File: src/design/ipv4dp_pkg.sv
// shared types and constants for the ipv4 dotted address parser
package ipv4dp_pkg;

    localparam int MAX_PARTS = 4;
    localparam int CHAR_W    = 8;
    localparam int ADDR_W    = 32;
    localparam int PART_W    = 9;
    localparam int COUNT_W   = 2;

    // parse phase, one-hot
    typedef enum logic [3:0] {
        PH_START = 4'b0001,
        PH_ZERO  = 4'b0010,
        PH_NUM   = 4'b0100,
        PH_DONE  = 4'b1000
    } phase_t;

    typedef enum logic [1:0] {
        RX_DEC = 2'd0,
        RX_OCT = 2'd1,
        RX_HEX = 2'd2
    } radix_t;

    localparam logic [CHAR_W-1:0] CH_NUL   = 8'h00;
    localparam logic [CHAR_W-1:0] CH_TAB   = 8'h09;
    localparam logic [CHAR_W-1:0] CH_CR    = 8'h0d;
    localparam logic [CHAR_W-1:0] CH_SPACE = 8'h20;
    localparam logic [CHAR_W-1:0] CH_DOT   = 8'h2e;
    localparam logic [CHAR_W-1:0] CH_0     = 8'h30;
    localparam logic [CHAR_W-1:0] CH_9     = 8'h39;
    localparam logic [CHAR_W-1:0] CH_UA    = 8'h41;
    localparam logic [CHAR_W-1:0] CH_UF    = 8'h46;
    localparam logic [CHAR_W-1:0] CH_UX    = 8'h58;
    localparam logic [CHAR_W-1:0] CH_LA    = 8'h61;
    localparam logic [CHAR_W-1:0] CH_LF    = 8'h66;
    localparam logic [CHAR_W-1:0] CH_LX    = 8'h78;

endpackage

File: src/design/ipv4_dotted_address_parser.sv
// ipv4 dotted address parser: one character per beat, one verdict per string
// an accepted input beat goes through the input register, then the result register, to m_tvalid
// throughput: one character per cycle while m_tready keeps the result register free, set by the
//   combinational parse update between the input register and the result register
// reset: rst_n is asynchronous, active low; it clears the parse state to
//   expect part start and empties the input and result registers
module ipv4_dotted_address_parser (
    input  logic        clk,
    input  logic        rst_n,
    input  logic        s_tvalid,
    output logic        s_tready,
    input  logic [7:0]  s_tdata,   // [7:0] character
    input  logic        s_tuser,   // [0] first_char
    output logic        m_tvalid,
    input  logic        m_tready,
    output logic [31:0] m_tdata,   // [31:0] address
    output logic        m_tuser    // [0] valid_res
);

    localparam int NSTORE = ipv4dp_pkg::MAX_PARTS - 1;

    // input register
    logic                              in_valid_reg;
    logic [ipv4dp_pkg::CHAR_W-1:0]     char_reg;
    logic                              first_reg;

    // parse state
    ipv4dp_pkg::phase_t                phase_reg, phase_next;
    ipv4dp_pkg::radix_t                radix_reg, radix_next;
    logic [ipv4dp_pkg::ADDR_W-1:0]     acc_reg, acc_next;
    logic [ipv4dp_pkg::COUNT_W-1:0]    count_reg, count_next;
    logic [ipv4dp_pkg::PART_W-1:0]     parts_reg [NSTORE];

    // result register
    logic                              out_valid_reg;
    logic                              res_ok_reg;
    logic [ipv4dp_pkg::ADDR_W-1:0]     res_addr_reg;

    // handshake: the stage moves when the result register can take a beat
    logic advance;
    logic fire;

    assign advance  = !out_valid_reg || m_tready;
    assign fire     = in_valid_reg && advance;
    assign s_tready = !in_valid_reg || advance;

    assign m_tvalid = out_valid_reg;
    assign m_tuser  = res_ok_reg;
    assign m_tdata  = res_addr_reg;

    // current state, with a first character starting from the clean state
    ipv4dp_pkg::phase_t             cur_phase;
    ipv4dp_pkg::radix_t             cur_radix;
    logic [ipv4dp_pkg::ADDR_W-1:0]  cur_acc;
    logic [ipv4dp_pkg::COUNT_W-1:0] cur_count;

    assign cur_phase = first_reg ? ipv4dp_pkg::PH_START : phase_reg;
    assign cur_radix = first_reg ? ipv4dp_pkg::RX_DEC   : radix_reg;
    assign cur_acc   = first_reg ? '0 : acc_reg;
    assign cur_count = first_reg ? '0 : count_reg;

    // character classes
    logic       is_dec;
    logic       is_hexl;
    logic       is_ws;
    logic [3:0] hex_v;

    always_comb
    begin
        is_dec  = (char_reg >= ipv4dp_pkg::CH_0) && (char_reg <= ipv4dp_pkg::CH_9);
        is_hexl = 1'b0;
        hex_v   = char_reg[3:0];
        if ((char_reg >= ipv4dp_pkg::CH_LA) && (char_reg <= ipv4dp_pkg::CH_LF))
        begin
            is_hexl = 1'b1;
            hex_v   = 4'(char_reg - ipv4dp_pkg::CH_LA + 8'd10);
        end
        else if ((char_reg >= ipv4dp_pkg::CH_UA) && (char_reg <= ipv4dp_pkg::CH_UF))
        begin
            is_hexl = 1'b1;
            hex_v   = 4'(char_reg - ipv4dp_pkg::CH_UA + 8'd10);
        end
        is_ws = (char_reg == ipv4dp_pkg::CH_SPACE) ||
                ((char_reg >= ipv4dp_pkg::CH_TAB) && (char_reg <= ipv4dp_pkg::CH_CR));
    end

    // accumulator times the running base, done with shifts and, for decimal, one add
    logic [ipv4dp_pkg::ADDR_W-1:0] acc_scaled;

    always_comb
    begin
        case (cur_radix)
            ipv4dp_pkg::RX_HEX: acc_scaled = cur_acc << 4;
            ipv4dp_pkg::RX_OCT: acc_scaled = cur_acc << 3;
            default:            acc_scaled = (cur_acc << 3) + (cur_acc << 1);
        endcase
    end

    // final width checks for the forms a, a.b, a.b.c and a.b.c.d
    logic                          fin_ok;
    logic [ipv4dp_pkg::ADDR_W-1:0] fin_val;

    always_comb
    begin
        case (cur_count)
            2'd0:
            begin
                fin_ok  = 1'b1;
                fin_val = cur_acc;
            end
            2'd1:
            begin
                fin_ok  = (cur_acc[31:24] == '0) && !parts_reg[0][8];
                fin_val = {parts_reg[0][7:0], cur_acc[23:0]};
            end
            2'd2:
            begin
                fin_ok  = (cur_acc[31:16] == '0) && !parts_reg[0][8] && !parts_reg[1][8];
                fin_val = {parts_reg[0][7:0], parts_reg[1][7:0], cur_acc[15:0]};
            end
            default:
            begin
                fin_ok  = (cur_acc[31:8] == '0) && !parts_reg[0][8] &&
                          !parts_reg[1][8] && !parts_reg[2][8];
                fin_val = {parts_reg[0][7:0], parts_reg[1][7:0],
                           parts_reg[2][7:0], cur_acc[7:0]};
            end
        endcase
    end

    // parse step
    logic                          emit;
    logic                          emit_ok;
    logic                          store_part;
    logic                          num_path;

    always_comb
    begin
        phase_next = cur_phase;
        radix_next = cur_radix;
        acc_next   = cur_acc;
        count_next = cur_count;
        emit       = 1'b0;
        emit_ok    = 1'b0;
        store_part = 1'b0;
        num_path   = 1'b0;

        case (cur_phase)
            ipv4dp_pkg::PH_START:
            begin
                if (!is_dec)
                begin
                    emit = 1'b1;
                end
                else if (char_reg == ipv4dp_pkg::CH_0)
                begin
                    acc_next   = '0;
                    radix_next = ipv4dp_pkg::RX_OCT;
                    phase_next = ipv4dp_pkg::PH_ZERO;
                end
                else
                begin
                    acc_next   = {28'd0, char_reg[3:0]};
                    radix_next = ipv4dp_pkg::RX_DEC;
                    phase_next = ipv4dp_pkg::PH_NUM;
                end
            end
            ipv4dp_pkg::PH_ZERO:
            begin
                if ((char_reg == ipv4dp_pkg::CH_LX) || (char_reg == ipv4dp_pkg::CH_UX))
                begin
                    radix_next = ipv4dp_pkg::RX_HEX;
                    phase_next = ipv4dp_pkg::PH_NUM;
                end
                else
                begin
                    num_path = 1'b1;
                end
            end
            ipv4dp_pkg::PH_NUM:
            begin
                num_path = 1'b1;
            end
            default:
            begin
                // done: characters are dropped until the next first character
            end
        endcase

        if (num_path)
        begin
            if (is_dec)
            begin
                acc_next   = acc_scaled + {28'd0, char_reg[3:0]};
                phase_next = ipv4dp_pkg::PH_NUM;
            end
            else if ((cur_radix == ipv4dp_pkg::RX_HEX) && is_hexl)
            begin
                acc_next   = {cur_acc[27:0], hex_v};
                phase_next = ipv4dp_pkg::PH_NUM;
            end
            else if (char_reg == ipv4dp_pkg::CH_DOT)
            begin
                if (cur_count >= ipv4dp_pkg::COUNT_W'(NSTORE))
                begin
                    emit = 1'b1;
                end
                else
                begin
                    store_part = 1'b1;
                    count_next = cur_count + 1'b1;
                    phase_next = ipv4dp_pkg::PH_START;
                end
            end
            else if ((char_reg == ipv4dp_pkg::CH_NUL) || is_ws)
            begin
                emit    = 1'b1;
                emit_ok = fin_ok;
            end
            else
            begin
                emit = 1'b1;
            end
        end

        if (emit)
        begin
            phase_next = ipv4dp_pkg::PH_DONE;
        end
    end

    // control and state registers
    always_ff @(posedge clk or negedge rst_n)
    begin
        if (!rst_n)
        begin
            in_valid_reg  <= 1'b0;
            out_valid_reg <= 1'b0;
            phase_reg     <= ipv4dp_pkg::PH_START;
            radix_reg     <= ipv4dp_pkg::RX_DEC;
            acc_reg       <= '0;
            count_reg     <= '0;
        end
        else
        begin
            if (s_tready)
            begin
                in_valid_reg <= s_tvalid;
            end
            if (advance)
            begin
                out_valid_reg <= fire && emit;
            end
            if (fire)
            begin
                phase_reg <= phase_next;
                radix_reg <= radix_next;
                acc_reg   <= acc_next;
                count_reg <= count_next;
            end
        end
    end

    // payload registers
    always_ff @(posedge clk)
    begin
        if (s_tready && s_tvalid)
        begin
            char_reg  <= s_tdata;
            first_reg <= s_tuser;
        end
        if (fire && store_part)
        begin
            parts_reg[cur_count] <= {(cur_acc[31:8] != '0), cur_acc[7:0]};
        end
        if (fire && emit)
        begin
            res_ok_reg   <= emit_ok;
            // byte reverse into network order, zero on failure
            res_addr_reg <= emit_ok ? {fin_val[7:0], fin_val[15:8],
                                       fin_val[23:16], fin_val[31:24]} : '0;
        end
    end

endmodule
File: config.mk
export PLATFORM = sky130hd
export DESIGN_NAME = ipv4_dotted_address_parser
export DESIGN_NICKNAME = d
export VERILOG_FILES = /design/src/design/ipv4dp_pkg.sv /design/src/design/ipv4_dotted_address_parser.sv
export SDC_FILE = /design/constraint.sdc
export NUM_CORES = 1
export LEC_CHECK = 0
export BUFFER_PORTS_ARGS = -buffer_cell sky130_fd_sc_hd__buf_2
export CORE_ASPECT_RATIO = 2
export CORE_UTILIZATION = 45
export CTS_BUF_LIST = sky130_fd_sc_hd__clkbuf_4 sky130_fd_sc_hd__clkbuf_8
export DETAILED_ROUTE_END_ITERATION = 6
export HOLD_SLACK_MARGIN = 0.12
export PLACE_DENSITY = 0.65
export SYNTH_ARGS = -nofsm -noshare
export SYNTH_HDL_FRONTEND = slang
export SYNTH_SLANG_ARGS = --single-unit
File: constraint.sdc
create_clock -name clk -period 7 [get_ports clk]
set_input_delay 1.05 -clock clk [delete_from_list [all_inputs] [get_ports clk]]
set_output_delay 1.05 -clock clk [all_outputs]
set_load 0.01 [all_outputs]
==> metrics <==
clk slew on worst S/H paths=120 ps; Port Buffers=47; Initial Util=about 46%; fin worst setup slack=1959 ps; Synth async-reset ratio=37.84%; FMAX=around 200 MHz; CTS tree=done; # rows=72; Fin Clk Skew=21.99 ps; # diodes=0; Synth Area per Inst=about 8.5 sq um; Final Wtd Congestion=0.9902; # fillers=1982; synthesized instance count=1066; number of flops mapped to enable cells by yosys=about 70; worst-margin pin slew=1032 ps; Vias=8734; MaxCap Viol Count=0; count of pins over their slew limit=0; XOR/XNOR share of the synthesized area=4.940%; first-pass GRT wire length=about 46000 um; most common cell after layout, fill and taps aside=nand2_1; most frequent cells in the layout=nand2_1 (104), nor2_1 (97), a21oi_1 (72); P&R area growth vs syn=5.467%; hold buffers post-CTS=0; dpl hpwl=22210 um; min cycle time layout=5041 ps; Synth Area in Simple Gates=between 20 and 25%; final WL=around 30000 um; # H-tree levels=3; CP Data Required Time=7300 ps; final hold vios=0; Final Core Density=48.87%; clock sinks=111; GRT Total Usage=29.71%; share of cells above drive strength 1=11.33%; largest area contributor in the netlist=edfxtp_1; Ports=48; Routed wire per std cell=roughly 23 um; largest family of logic cells by synthesized area=compound AO/OA/AOI/OAI gates; RSZ-0062 raised after global routing=no; Adder-Cell Fraction of Synth Area=approximately 3.3%; DR DRC count=0; Layout Nets=1086; post-synthesis mux area share=roughly 1.3%; compound-gate portion of the synthesized area=roughly 27%; part of the Yosys area used for sequential elements=34.65%; top cells by area, synth=edfxtp_1 (23%), dfrtp_1 (11%), nand2_1 (4.3%), nor2_1 (4.1%), a21oi_1 (4.0%); Via density=6.627; vias in the first global route=between 8000 and 9000; Pwr per Cell Area=140.2 mW/mm^2; Synth Register Bits=111; yosys warns=0; area occupied by multi-input gates=0.005370 sq mm; CP max FO=52; Min Hold Slack=524.0 ps; Peak VDD IR=0.1041 mV; critical path data arrival time=5350 ps; root buf cell=clkbuf_8; status=complete, no violations; Slew HR=around 30%; Hold Path Class=reg2reg; critical path class=reg2reg; post-CTS resize count=0; initial antenna violation count=0; crit path capture type=register; Max Root-Sink Buffers=2; CTS Buf Count=9; Cell Area, Synth=0.009017 sq mm; Pre-antenna DRT Iters=5; pre-CTS WS=~2000 ps; Post-Layout Inst Area=0.009510 sq mm; dpl cells=1302; Core ar.=roughly 0.02 sq mm; CP startpoint kind=register; largest net degree at the start of global routing=55; Distinct cells, synth=93; synthesized net count=1098; Die W=102.1 um; main flop type after synthesis=edfxtp_1; Skew-Pair Late Insertion Delay=390 ps; Post-DP Area=0.009298 sq mm; Die Ht=202.2 um; top cell type's share of synthesized area=22.98%; die area=between 0.02 and 0.025 sq mm; Non-Filler Instances=1318; DRT iter0 DRCs=740; Post-DRT Antenna Nets=0; total congestion overflow=0; register area=about 0.0031 sq mm; Total Power=1.333 mW; post-CTS setup buffers=0; Pleak=3.295 nW; setup violators final=0; Tcrit/Tclk final=72.01%; final setup TNS=0 ps
## final cells by class
cell class                 instances  share of cell area, %
clock buffer                       9                  1.302
clock inverter                     7                 0.9341
inverter                          31                  1.224
multi-input combinational        837                  56.47
sequential                       111                  32.85
tap                              259                  3.407
timing repair buffer              64                  3.815
## cell usage after synthesis, drive strengths merged (9+ instances only)
cell type,number
nand2,104
nor2,99
a21oi,73
edfxtp,69
o21ai,64
buf,48
dfrtp,41
clkbuf,39
a22oi,38
nor3,36
xnor2,34
inv,31
nor2b,24
nand3,23
a22o,20
ha,18
o22ai,18
a21o,17
a31oi,17
a221oi,16
xor2,16
nand2b,15
and2,14
o211ai,14
a211oi,13
and3,13
nor4,12
mux2i,11
or3,11
nand4,9
o31ai,9
## power by group
group,leakage [nW],internal [mW],switching (mW)
Sequential,1.22,0.726,0.0259
Clock,0.0971,0.143,0.257
Combinational,1.98,0.0618,0.120
Total,3.29,0.930,0.403
## cell families after synthesis
family | Yosys count
adder cells (fa/ha/maj) | 24
XOR/XNOR | 50
buffers and inverters | 118
AND/OR/NAND/NOR | 396
AO/OA/AOI/OAI | 355
multiplexers | 12
flip-flops | 111
## path summary, 6_finish.rpt
| path | from | end | slack, ps | cells past startpoint |
|---|---|---|---|---|
| max in group asynchronous | rst_n | acc_reg[24] | 5530 | 1 |
| max reg2reg | first_reg | acc_reg[29] | 1960 | 16 |
| max | first_reg | acc_reg[29] | 1960 | 16 |
| min | radix_reg[0] | radix_reg[0] | 520 | 1 |
| min reg2reg | radix_reg[0] | radix_reg[0] | 520 | 1 |
| min in group asynchronous | rst_n | phase_reg[3] | 810 | 1 |
## critical path, stage by stage (launching register included)
cell	delay (ps)
edfxtp_1	420
buf_4	310
nor2b_1	730
ha_1	300
ha_1	220
nand2_1	70
o22ai_1	300
o2bb2ai_2	240
a211oi_2	150
o31ai_2	280
o311ai_2	210
or4b_4	610
nor3_4	240
nand2_1	100
or3_1	320
a21o_1	200
a221oi_2	250
## layer usage
layer / GRT usage (%) / vias to the layer above / share of wire (%)
met2: 52.35 / 396 / 52
met4: 21.33 / 0 / 7.9
met3: 4.357 / 134 / 5.4
met1: 31.22 / 4241 / 34
met5: 0 / - / 0
li1: - / 3963 / -
(Power assumes the default switching activity.)
